`config.mk`:
```
export PLATFORM = sky130hd
export DESIGN_NAME = pipc_decide
export DESIGN_NICKNAME = d
export VERILOG_FILES = /design/src/rtl/core/pipc_pkg.sv /design/src/rtl/core/pipc_decide.sv
export SDC_FILE = /design/constraint.sdc
export NUM_CORES = 1
export LEC_CHECK = 0
export BUFFER_PORTS_ARGS = -buffer_cell sky130_fd_sc_hd__buf_2
export CAP_MARGIN = 10
export CORE_AREA = 8 8 154 156
export DETAILED_ROUTE_END_ITERATION = 6
export DIE_AREA = 0 0 162 164
export HOLD_SLACK_MARGIN = 0.15
export PLACE_DENSITY = 0.66
export SYNTH_ARGS = -nofsm -noshare
export SYNTH_HDL_FRONTEND = slang
export SYNTH_SLANG_ARGS = --single-unit
```
`constraint.sdc`:
```
create_clock -name clk_i -period 3.5 [get_ports clk_i]
set_input_delay 0.35 -clock clk_i [delete_from_list [all_inputs] [get_ports clk_i]]
set_output_delay 0.35 -clock clk_i [all_outputs]
set_load 0.02 [all_outputs]
```
`src/rtl/core/pipc_pkg.sv`:
```
package pipc_pkg;

  // Register stages of the geometry front end: differences, products, sums.
  localparam int unsigned GeomStages = 3;
  // Register stages of each wide multiplier: square, fold, cross, rows, total.
  localparam int unsigned MulStages  = 5;
  // The last stage holds the decision and is the output register.
  localparam int unsigned NumStages  = GeomStages + MulStages + 1;

  // Sign information about the corner that travels alongside the wide products.
  typedef struct packed {
    logic pa_pos;   // arm BA lies strictly to the left of BQ
    logic pc_pos;   // arm BC lies strictly to the left of BQ
    logic dc_neg;   // projection of BC on BQ is negative
    logic dc_zero;  // projection of BC on BQ is zero
    logic da_neg;   // projection of BA on BQ is negative
    logic da_zero;  // projection of BA on BQ is zero
  } flags_t;

endpackage

```
`src/rtl/core/pipc_decide.sv`:
```
module pipc_decide import pipc_pkg::*; #(
  parameter int unsigned ProdW = 198
) (
  input  logic               clk_i,
  input  logic [MulStages:0] en_i,
  input  flags_t             flags_i,
  input  logic [ProdW-1:0]   lhs_i,
  input  logic [ProdW-1:0]   rhs_i,
  output logic               inside_o
);

  // lhs is dc^2 * |BA|^2 and rhs is da^2 * |BC|^2; their order decides
  // which arm has the larger cosine when both projections share a sign.
  flags_t         flags_q [MulStages];
  flags_t         f;
  logic [1:0]     rank_c, rank_a;
  logic           c_lt;
  logic           inside_d;
  logic           inside_q;

  always_ff @(posedge clk_i) begin
    for (int s = 0; s < MulStages; s++) begin
      if (en_i[s]) begin
        flags_q[s] <= (s == 0) ? flags_i : flags_q[(s == 0) ? 0 : s - 1];
      end
    end
  end

  always_comb begin
    f      = flags_q[MulStages-1];
    // Order of the projection signs: negative, zero, positive.
    rank_c = f.dc_zero ? 2'd1 : (f.dc_neg ? 2'd0 : 2'd2);
    rank_a = f.da_zero ? 2'd1 : (f.da_neg ? 2'd0 : 2'd2);
    priority if (rank_c != rank_a) begin
      c_lt = (rank_c < rank_a);
    end else if (f.dc_zero) begin
      c_lt = 1'b0;
    end else if (f.dc_neg) begin
      c_lt = (lhs_i > rhs_i);
    end else begin
      c_lt = (lhs_i < rhs_i);
    end
    if (f.pa_pos != f.pc_pos) begin
      inside_d = f.pa_pos;
    end else begin
      inside_d = f.pa_pos ? c_lt : !c_lt;
    end
  end

  always_ff @(posedge clk_i) begin
    if (en_i[MulStages]) begin
      inside_q <= inside_d;
    end
  end

  assign inside_o = inside_q;

endmodule

```
-- Word-level counts from Yosys, hierarchy flattened
Memories as Yosys holds them, arrays and structs flattened.
Cells that the tools add are included.
- latch bits: 0
- input bits: 409
- logic and storage cells: 27
- register bits after elaboration: 1
- memories kept: 1
- ROM bits: 0
- output and inout port bits: 1
- bits in writable memories: 30
- memories (name ; words ; width ; read ports ; clocked after Yosys merged registers in ; write ports ; RTL line ; source):
    flags_q ; 5 ; 6 ; 5 ; 0 ; 5 ; pipc_decide.sv:14 ; flags_t flags_q [MulStages];
- reductions and logical operators: 1
- $lt $le $gt $ge: 3
- divide/modulo/power cells: 0
- add/subtract/negate cells: 0
- $mul: 0
- bitwise operators: 0
- multiplexer cells: 19
- equality and inequality tests: 2
- shift-type cells: 0
- operator list (operator ; count):
    $gt 198x198->1 ; 1
    $lt 198x198->1 ; 1
    $mux 1 ; 15
    $mux 2 ; 4
    $lt 2x2->1 ; 1
    $ne 2x2->1 ; 1
    $logic_not 1->1 ; 1
    $ne 1x1->1 ; 1

-- Longest topological paths before layout
Gate-level depths: netlist of run 1.
- depth after elaboration: 7
- gate-level depth with buffers: 12

-- Worst setup path after synthesis of run 1
Ideal clock, no wire load.
- path type: input-to-reg
- start: input port rhs_i[67]
- end: register inside_q, in the netlist inside_o (data pin)
- library setup time: 0.150 ns
- slack: 0.795 ns
- data arrival time: 2.555 ns
- stages: 10
- path buffers: 0
- cells stage by stage: inv_1 -> ha_1 -> nand4_1 -> nor4_2 -> nand3_1 -> o311a_1 -> o41a_1 -> o21ai_2 -> mux2_4 -> o211ai_2
- longest elaborated chain between the ends: 7
- ends and longest elaborated chain (what ; RTL line ; source):
    start: declaration ; pipc_decide.sv:8 ; input logic [ProdW-1:0] rhs_i,
    $lt 198x198->1 or $gt 198x198->1 (tied branches) ; pipc_decide.sv:41, pipc_decide.sv:39 ;
    $mux 1 * ; pipc_decide.sv:38 ; end else if (f.dc_neg) begin
    $mux 1 * ; pipc_decide.sv:36 ; end else if (f.dc_zero) begin
    $mux 1 * ; pipc_decide.sv:34 ; priority if (rank_c != rank_a) begin
    $logic_not 1->1 ; pipc_decide.sv:46 ; inside_d = f.pa_pos ? c_lt : !c_lt;
    $mux 1 * ; pipc_decide.sv:46 ;
    $mux 1 * ; pipc_decide.sv:43 ; if (f.pa_pos != f.pc_pos) begin
    named net inside_d ; pipc_decide.sv:18 ; logic inside_d;
    end signal: assignment ; pipc_decide.sv:52 ; inside_q <= inside_d;
    end: declaration ; pipc_decide.sv:19 ; logic inside_q;
The timed path passes the listed nets; every way through them passes the cells marked *.
A chain may end at the register's enable or synchronous reset.

-- Worst setup path in the final report of run 1
- start: input port rhs_i[69]
- end: register inside_q, in the netlist inside_o (data pin)
Same word-level chain as after synthesis.

==> flow_metrics.py, run 1 <==
metrics = {
    "timing": {
        "fmax_mhz": 341.5,
        "layout_setup_ws_ps": 572.1,
        "final.setup.tns_ps": 0,
        "rsz0062_at_grt": "no",
        "relSlewSlack": 0.6720,
        "hold_viol": 0,
        "fin_skew_ps": 4.849,
        "tightest_slew_ps": 479.6,
        "period_share": 0.8366,
        "finalSetupViolCount": 0,
        "slew_viol_final": 0,
        "min_period_ps": 2928,
    },
    "routing": {
        "viasPerCell": 4.589,
        "vias": 6723,
        "drtAntennaViolNets": 0,
        "dr.pass1.iters": 4,
        "wl_per_cell_um": 15.74,
        "drt_iter0_markers": 237,
        "wirelength_um": 23050,
        "drcViolationCount": 0,
    },
    "global_route": {
        "top_usage_layer": "met2",
        "overflow": 0,
        "grt_util_met2": 0.3003,
        "grtUsageMet1": 0.1829,
        "grt_util_met3": 0.04662,
        "grt_max_degree": 11,
        "grt_pass1_wl_um": 34450,
        "first_global_vias": 7028,
        "antenna_found_initial": 4,
        "grt_use_total": 0.1631,
    },
    "synth": {
        "ys_ff_latch": 31,
        "synth.avg_cell_area_um2": 7.951,
        "synth_area_um2": 6098,
        "synth-seq-area-share": 0.1526,
        "synth_edf_count": 31,
        "synthesis.nets": 1376,
        "synth-async-reset-ratio": 0,
        "synth_flop_cell": "edfxtp_1",
        "synthDistinctLibCells": 40,
        "yosys_warnings": 0,
        "synthCells": 767,
    },
    "clock_network": {
        "cts_setup_buffers": 0,
        "cts_buffer_depth": 2,
        "cts_buffers": 5,
        "path_clk_slew_ps": 50,
        "cts_resized": 0,
        "htreeDepth": 2,
        "cts_root_buffer": "clkbuf_16",
        "cts_hold_buf": 0,
        "clkSinkCount": 31,
        "clock_latency_ps": 270,
        "cts_tree": "yes",
    },
    "power": {
        "peakVddDrop_v": 0.0002663,
        "power_uw": 1765,
        "p_per_area_nw_per_um2": 203.2,
        "p_leak_uw": 0.005329,
    },
    "critical_path": {
        "required_ps": 3620,
        "critPathArrivalTime_ps": 3040,
        "crit_type": "primary input to register",
        "start_kind": "primary input",
        "end_kind": "register",
        "cp_max_fo": 3,
    },
    "layout": {
        "multi_input_area_um2": 4409,
        "final_cells": 1465,
        "fill_cells": 2243,
        "layout.area.seq_um2": 930.9,
        "layout-drive-gt1-share": 0.3598,
        "final_core_util": 0.4069,
        "area_growth_pct": 42.45,
        "fin_nets": 1792,
    },
    "floorplanning": {
        "die_h_um": 164,
        "core.rowCount": 54,
        "core_um2": 21350,
        "die_w_um": 162,
        "ios": 410,
        "dieArea_um2": 26570,
        "start_util": 0.2856,
    },
    "placement": {
        "pre_cts_ws_ps": 243.7,
        "dp_hpwl_um": 22080,
        "io_buffers": 409,
        "place_congestion": 0.9316,
        "dp.cells": 1456,
    },
    "flow_run": {
        "drv_cap": 0,
    },
    "worst_hold_path": {
        "holdCritPathClass": "primary input to register",
    },
    "run_status": {
        "outcome": "finished, final reports clean",
    },
}
==> power by group <==
group / internal [uW] / switching (uW) / total, uW / leakage (uW)
Sequential: 438 / 6.69 / 445 / 0.000304
Combinational: 400 / 372 / 772 / 0.00493
Clock: 407 / 141 / 548 / 0.0000911
Total: 1250 / 519 / 1760 / 0.00533
==> path summary, 6_finish.rpt <==
| kind | to | slack (ps) | cells after the start | start |
|---|---|---|---|---|
| hold / removal | flags_q[0][4] | 250 | 1 | flags_i[4] |
| hold reg to reg | flags_q[0][15] | 420 | 0 | flags_q[0][9] |
| setup reg to reg | inside_o | 1670 | 6 | flags_q[0][24] |
| setup / recovery | inside_o | 570 | 13 | rhs_i[69] |
==> through the flow <==
stage | area (um2) | hold slack (ps)
after floorplan | 6098 | 400.3
after global placement | 8496 | 401.2
after detailed placement | 8496 | 404.5
after CTS | 8685 | 241.3
after global routing | 8687 | 239.1
final | 8687 | 248.7
==> cells in the final DEF, fill, tap and decap left out, drive strengths merged <==
cell and instances:
a41oi 1, nand2 46, nor2b 1, nor2 23
a21oi 72, a2111oi 2, a31oi 1, nand4 44
o21ai 29, nor4 8, nor3 15, mux2i 1
and4 1, diode 1, o311a 1, nor3b 3
nand2b 4, clkbuf 6, a221oi 4, or2 2
a211oi 7, o211a 2, mux2 1, bufinv 2
inv 202, o21a 2, ha 200, o41a 1
o31a 2, edfxtp 31, o211ai 2, a221o 3
a21o 36, and3b 1, o311ai 1, buf 409
nand3 17, and3 1
==> sequential cells by signal (all words and copies together) (netlist names) <==
register and count:
inside_o 1, flags_q 30
==> worst max-delay path, cell delays in order <==
cell      delay, ps
buf_2            90
inv_1            50
ha_1            280
nand4_1         180
nor4_2          430
nand3_1         190
a41oi_1         200
nor3b_1          90
o311a_1         140
o41a_1          360
o21ai_2         210
mux2_4          320
o211ai_2        150
==> area by class of cell <==
type	instances	share of cell area
antenna	1	0.0002881
clock buffer	6	0.01484
clock inverter	2	0.006913
inverter	202	0.08728
multi-input combinational	534	0.5076
sequential	31	0.1072
tap	280	0.04033
timing repair buffer	409	0.2356
==> Yosys cell counts, drive strengths merged (3+ instances only) <==
cell,n,area share
a211oi,7,0.0094
a21o,36,0.044
a21oi,72,0.059
a221o,3,0.0049
a221oi,4,0.0057
edfxtp,31,0.15
ha,200,0.41
inv,202,0.12
nand2,46,0.028
nand2b,4,0.0041
nand3,17,0.014
nand4,44,0.045
nor2,23,0.014
nor3,15,0.012
nor3b,3,0.0037
nor4,8,0.0092
o21ai,29,0.024
==> layer usage <==
layer / part of all wire / vias to the layer above
li1: - / 3528
met1: 0.40 / 2940
met2: 0.51 / 213
met3: 0.075 / 36
met4: 0.020 / 6
met5: 0.0017 / -
==> cell families (layout without fill, tap and decap cells) <==
| kind of cell | Yosys count | in the layout | share of synthesized area |
|---|---|---|---|
| buf+inv | 202 | 619 | 0.1243 |
| mux | 2 | 2 | 0.004103 |
| simple gates | 166 | 166 | 0.1383 |
| flops | 31 | 31 | 0.1526 |
| other cells | 0 | 1 | 0 |
| compound gates | 166 | 166 | 0.1703 |
| fa+ha+maj | 200 | 200 | 0.4103 |
No activity file was read; power rests on OpenSTA's default activity.
==> run 2: changes to the inputs <==
==> constraint.sdc (replaced) <==
create_clock -name clk_i -period 2.9 [get_ports clk_i]
set_input_delay 0.29 -clock clk_i [delete_from_list [all_inputs] [get_ports clk_i]]
set_output_delay 0.29 -clock clk_i [all_outputs]
set_load 0.02 [all_outputs]
==> run 2 against run 1 <==
Against the previous run:
- routed wire length is essentially flat
- clock skew is essentially flat
- first-iteration DRC count grew 21%
- non-clock buffer count grew 7
- die area is the same
- count of clock-buffer cells in the layout shrank 1
- critical path depth shrank 1
- sequential share of layout area is essentially flat
- global-route usage shrank 0.14 points
- hold slack lost 54 ps
- core utilization grew 0.094 points
- critical path type unchanged
- highest routed layer unchanged
==> flow_metrics.py, run 2 (same netlist as run 1, synthesis figures left out) <==
metrics = {
    "timing": {
        "finalSetupViolCount": 0,
        "rsz0062_at_grt": "no",
        "final.setup.tns_ps": 0,
        "fmax_mhz": 364.6,
        "layout_setup_ws_ps": 157.5,
        "tightest_slew_ps": 415.1,
        "min_period_ps": 2743,
        "period_share": 0.9457,
        "fin_skew_ps": 5.112,
        "hold_viol": 0,
        "relSlewSlack": 0.7161,
        "slew_viol_final": 0,
    },
    "clock_network": {
        "clkSinkCount": 31,
        "htreeDepth": 2,
        "clock_latency_ps": 270,
        "cts_setup_buffers": 0,
        "cts_buffers": 5,
        "cts_resized": 0,
        "path_clk_slew_ps": 50,
        "cts_tree": "yes",
        "cts_root_buffer": "clkbuf_16",
        "cts_hold_buf": 0,
        "cts_buffer_depth": 2,
    },
    "routing": {
        "vias": 6711,
        "drt_iter0_markers": 287,
        "wirelength_um": 23040,
        "wl_per_cell_um": 15.63,
        "dr.pass1.iters": 4,
        "drcViolationCount": 0,
        "viasPerCell": 4.553,
        "drtAntennaViolNets": 0,
    },
    "floorplanning": {
        "die_h_um": 164,
        "ios": 410,
        "die_w_um": 162,
        "dieArea_um2": 26570,
        "start_util": 0.2856,
        "core_um2": 21350,
        "core.rowCount": 54,
    },
    "layout": {
        "final_cell_mix": "buf_2, inv_1, ha_1",
        "largest_register_ffs": 30,
        "area_growth_pct": 42.78,
        "layout-drive-gt1-share": 0.3639,
        "fin_nets": 1799,
        "largest_register": "flags_q",
        "layout_commonest_cell": "buf_2",
    },
    "power": {
        "swShare": 0.3203,
        "clockPowerShare": 0.239,
        "seqPwrFrac": 0.277,
        "p_leak_uw": 0.005350,
        "switching_power_uw": 623.2,
        "cellInternalPower_uw": 1322,
        "p_per_area_nw_per_um2": 223.4,
        "peakVddDrop_v": 0.0003696,
        "combPwrFrac": 0.484,
    },
    "critical_path": {
        "crit_family": "compound AO/OA/AOI/OAI gates",
        "required_ps": 3020,
        "cp-startpoint": "rhs_i[21]",
        "max_stage_delay_ps": 390,
        "path_cells": "buf_2, inv_1, ha_1, nand4_1, nor4_2, buf_4, a21oi_1, o311a_1, o41a_1, o21ai_2, mux2_4, o211ai_2",
        "cp_max_fo": 3,
        "timing.critical_path.buf_inv": 3,
        "slowest_stage": "nor4_2",
        "worstReg2RegStart": "flags_q[0][24]",
        "start_kind": "primary input",
        "critPathArrivalTime_ps": 2860,
        "crit_type": "primary input to register",
        "end_kind": "register",
    },
    "run_status": {
        "outcome": "finished, final reports clean",
    },
    "global_route": {
        "grt_pass1_wl_um": 34370,
        "first_global_vias": 6988,
        "grt_use_total": 0.1617,
        "overflow": 0,
        "antenna_found_initial": 4,
        "grt_max_degree": 10,
    },
    "placement": {
        "pre_cts_ws_ps": -205.2,
        "io_buffers": 409,
        "place_congestion": 0.9250,
        "dp_hpwl_um": 21960,
    },
    "flow_run": {
        "drv_cap": 0,
    },
    "worst_hold_path": {
        "holdCritPathClass": "primary input to register",
        "min-delay-start": "flags_i[0]",
    },
}
[run 2: cell count changes in the layout (fill, tap and decap cells not counted)]
cell | before | now
buf_4 | 0 | 7
bufinv_16 | 2 | 0
clkbuf_1 | 1 | 0
clkinv_1 | 0 | 1
clkinv_2 | 0 | 1
diode_2 | 1 | 4
nor4_1 | 7 | 6
nor4_4 | 0 | 1
[run 2: worst paths after layout]
kind	to	slack [ps]	depth (start not counted)
worst max register to register	inside_o	1060	6
worst max-delay path	inside_o	160	12
worst min-delay path	flags_q[0][0]	190	1
worst min register to register	flags_q[0][26]	410	0
[run 2: metal layers]
layer | wire length [um] | track usage | part of all wire
met1 | 9514 | 0.1907 | 0.41
met4 | 444 | 0.03577 | 0.019
met3 | 1605 | 0.03910 | 0.070
met2 | 11440 | 0.2912 | 0.50
met5 | 37 | 0 | 0.0016
[run 2: worst reg2reg max path: stages, from the launching register on]
cell and delay, ps:
edfxtp_1 380, or2_2 290, ha_1 300, nand3_1 130, nor3b_1 230, mux2_4 180, o211ai_2 80
[run 2: metrics by stage]
step                      area (um2)  utilization  power, uW  hold slack, ps  std cells
after floorplan                 6098            -       1040           388.9        767
after global placement          8548       0.4004       1467           400.9       1463
after detailed placement        8548       0.4004       1488           404.5       1463
after CTS                       8682       0.4066       1961           190.0       1470
after global routing            8700       0.4075       2128           185.0       1471
final                           8707       0.4078       1945           194.4       1474
[run 2: final cells by class]
class,count,area [um2]
clock buffer,5,125.1
antenna,4,10.01
fill,2254,12640
timing repair buffer,416,2100
sequential,31,930.9
clock inverter,2,8.758
multi-input combinational,534,4424
inverter,202,758.2
tap,280,350.3
[run 2: power by group through the flow]
stage / logic (uW) / clock network, uW / registers, uW
6_report: 942 / 466 / 538
5_1_grt: 1090 / 497 / 540
4_1_cts: 949 / 475 / 538
3_5_place_dp: 942 / 0 / 546
3_3_place_gp: 922 / 0 / 545
2_1_floorplan: 495 / 0 / 545
==> run 3: changes to the inputs <==
==> config.mk (replaced) <==
export PLATFORM = sky130hd
export DESIGN_NAME = pipc_decide
export DESIGN_NICKNAME = d
export VERILOG_FILES = /design/src/rtl/core/pipc_pkg.sv /design/src/rtl/core/pipc_decide.sv
export SDC_FILE = /design/constraint.sdc
export NUM_CORES = 1
export LEC_CHECK = 0
export CAP_MARGIN = 10
export CORE_AREA = 8 8 153 155
export DETAILED_ROUTE_END_ITERATION = 6
export DIE_AREA = 0 0 161 163
export DONT_BUFFER_PORTS = 1
export HOLD_SLACK_MARGIN = 0.15
export PLACE_DENSITY = 0.5
export REMOVE_ABC_BUFFERS = 1
export SYNTH_ARGS = -nofsm -noshare
export SYNTH_HDL_FRONTEND = slang
export SYNTH_SLANG_ARGS = --single-unit
==> run 3 against run 2 <==
Against the previous run:
- flip-flop and latch count is the same
- power fell by 14%
- critical path depth decreased by 2
- largest power group unchanged
==> flow_metrics.py, run 3 (same netlist as run 1, synthesis figures left out) <==
metrics = {
    "clock_network": {
        "clkSinkCount": 31,
        "cts_buffers": 5,
        "cts_buffer_depth": 2,
        "clock_latency_ps": 270,
        "cts_root_buffer": "clkbuf_16",
        "cts_resized": 0,
        "path_clk_slew_ps": 50,
        "htreeDepth": 2,
        "cts_tree": "yes",
    },
    "critical_path": {
        "reg2reg_slack_ps": 1050,
        "end_kind": "register",
        "slowest_stage": "nor4_1",
        "cp_max_fo": 3,
        "max_stage_delay_ps": 560,
        "reg2reg_depth": 6,
        "path_cells": "inv_1, ha_1, nand4_1, nor4_1, a21oi_1, o311a_1, o41a_1, o21ai_2, mux2_4, o211ai_2",
        "crit_family": "compound AO/OA/AOI/OAI gates",
        "critPathArrivalTime_ps": 2840,
        "crit_type": "primary input to register",
        "worstReg2RegStart": "flags_q[0][24]",
        "timing.critical_path.buf_inv": 1,
        "required_ps": 3020,
        "start_kind": "primary input",
        "worstReg2RegEnd": "inside_o",
    },
    "layout": {
        "layout-drive-gt1-share": 0.02278,
        "final_cell_mix": "inv_1, ha_1, a21oi_1",
        "fin_nets": 1398,
        "area_growth_pct": 10.22,
        "antennaDiodeCount": 0,
        "largest_register_ffs": 30,
        "final_core_util": 0.3228,
        "layout_commonest_cell": "inv_1",
        "largest_register": "flags_q",
        "final_cells": 1065,
    },
    "timing": {
        "slew_viol_final": 0,
        "whs_ps": 413.3,
        "relSlewSlack": 0.6140,
        "fin_skew_ps": 2.904,
        "rsz0062_at_grt": "no",
        "hold_viol": 0,
        "finalSetupViolCount": 0,
        "min_period_ps": 2727,
        "tightest_slew_ps": 573.7,
        "period_share": 0.9405,
        "fmax_mhz": 366.7,
        "final.setup.tns_ps": 0,
    },
    "floorplanning": {
        "die_w_um": 161,
        "core_um2": 20820,
        "start_util": 0.2929,
        "die_h_um": 163,
        "dieArea_um2": 26240,
        "ios": 410,
        "core.rowCount": 53,
    },
    "global_route": {
        "grt_util_met2": 0.2701,
        "overflow": 0,
        "top_usage_layer": "met2",
        "antenna_found_initial": 0,
        "grt_pass1_wl_um": 30530,
        "grtUsageMet1": 0.1707,
        "grt_max_degree": 10,
        "first_global_vias": 5468,
        "grt_util_met3": 0.04146,
        "grt_use_total": 0.1473,
    },
    "worst_hold_path": {
        "worstHoldPathCells": 0,
        "holdCritPathClass": "register to register",
        "hold_path_end": "flags_q[0][14]",
        "min-delay-start": "flags_q[0][8]",
    },
    "routing": {
        "drt_iter0_markers": 221,
        "dr.pass1.iters": 6,
        "viasPerCell": 4.946,
        "drtAntennaViolNets": 0,
        "wl_per_cell_um": 19.78,
        "drcViolationCount": 0,
        "vias": 5267,
        "wirelength_um": 21070,
    },
    "power": {
        "peakVddDrop_v": 0.0003146,
        "p_per_area_nw_per_um2": 249.3,
        "p_leak_uw": 0.003760,
        "power_uw": 1676,
    },
    "run_status": {
        "outcome": "finished, final reports clean",
    },
    "flow_run": {
        "drv_cap": 0,
    },
    "placement": {
        "io_buffers": 0,
        "dp.cells": 1045,
        "dp_hpwl_um": 20320,
        "place_congestion": 0.8532,
    },
}
-- run 3: layout make-up --
cell class	count	area (um2)
fillers	2263	14100
clock buffers	6	128.9
well taps	275	344.1
clock inverters	2	7.507
flip-flops and latches	31	930.9
repair buffers	15	142.6
inverters	202	758.2
multi-input cells	534	4409
-- run 3: how the worst max path moves through the flow --
stage	slack, ps	start	cells past startpoint	end
after detailed placement	-170	rhs_i[20]	10	inside_o
after global routing	20	rhs_i[17]	10	inside_o
after floorplan	250	rhs_i[67]	10	inside_o
after global placement	-100	rhs_i[20]	10	inside_o
after CTS	110	rhs_i[20]	10	inside_o
final	170	rhs_i[20]	10	inside_o
-- run 3: power by group --
group | internal [uW] | switching [uW]
clock network | 310 | 159
logic | 310 | 358
registers | 530 | 9.76
-- run 3: metal layers --
| layer | vias to the layer above | part of all wire |
|---|---|---|
| met5 | - | 0 |
| met4 | 0 | 0.010 |
| met3 | 12 | 0.071 |
| met2 | 203 | 0.51 |
| met1 | 2311 | 0.41 |
| li1 | 2741 | - |
-- run 3: stage by stage --
| step | setup slack (ps) | instance area (um2) |
|---|---|---|
| floorplan | 254.9 | 6098 |
| global placement | -97.47 | 6465 |
| detailed placement | -171.7 | 6465 |
| CTS | 111.2 | 6721 |
| global route | 22.03 | 6721 |
| finish | 172.6 | 6721 |
-- run 3: repair_timing --
item | CTS | global route
endpoints found under the hold margin | 37 | 0
setup buffers | 0 | 0
hold buffers | 12 | 0
endpoints found under the setup margin | 0 | 0
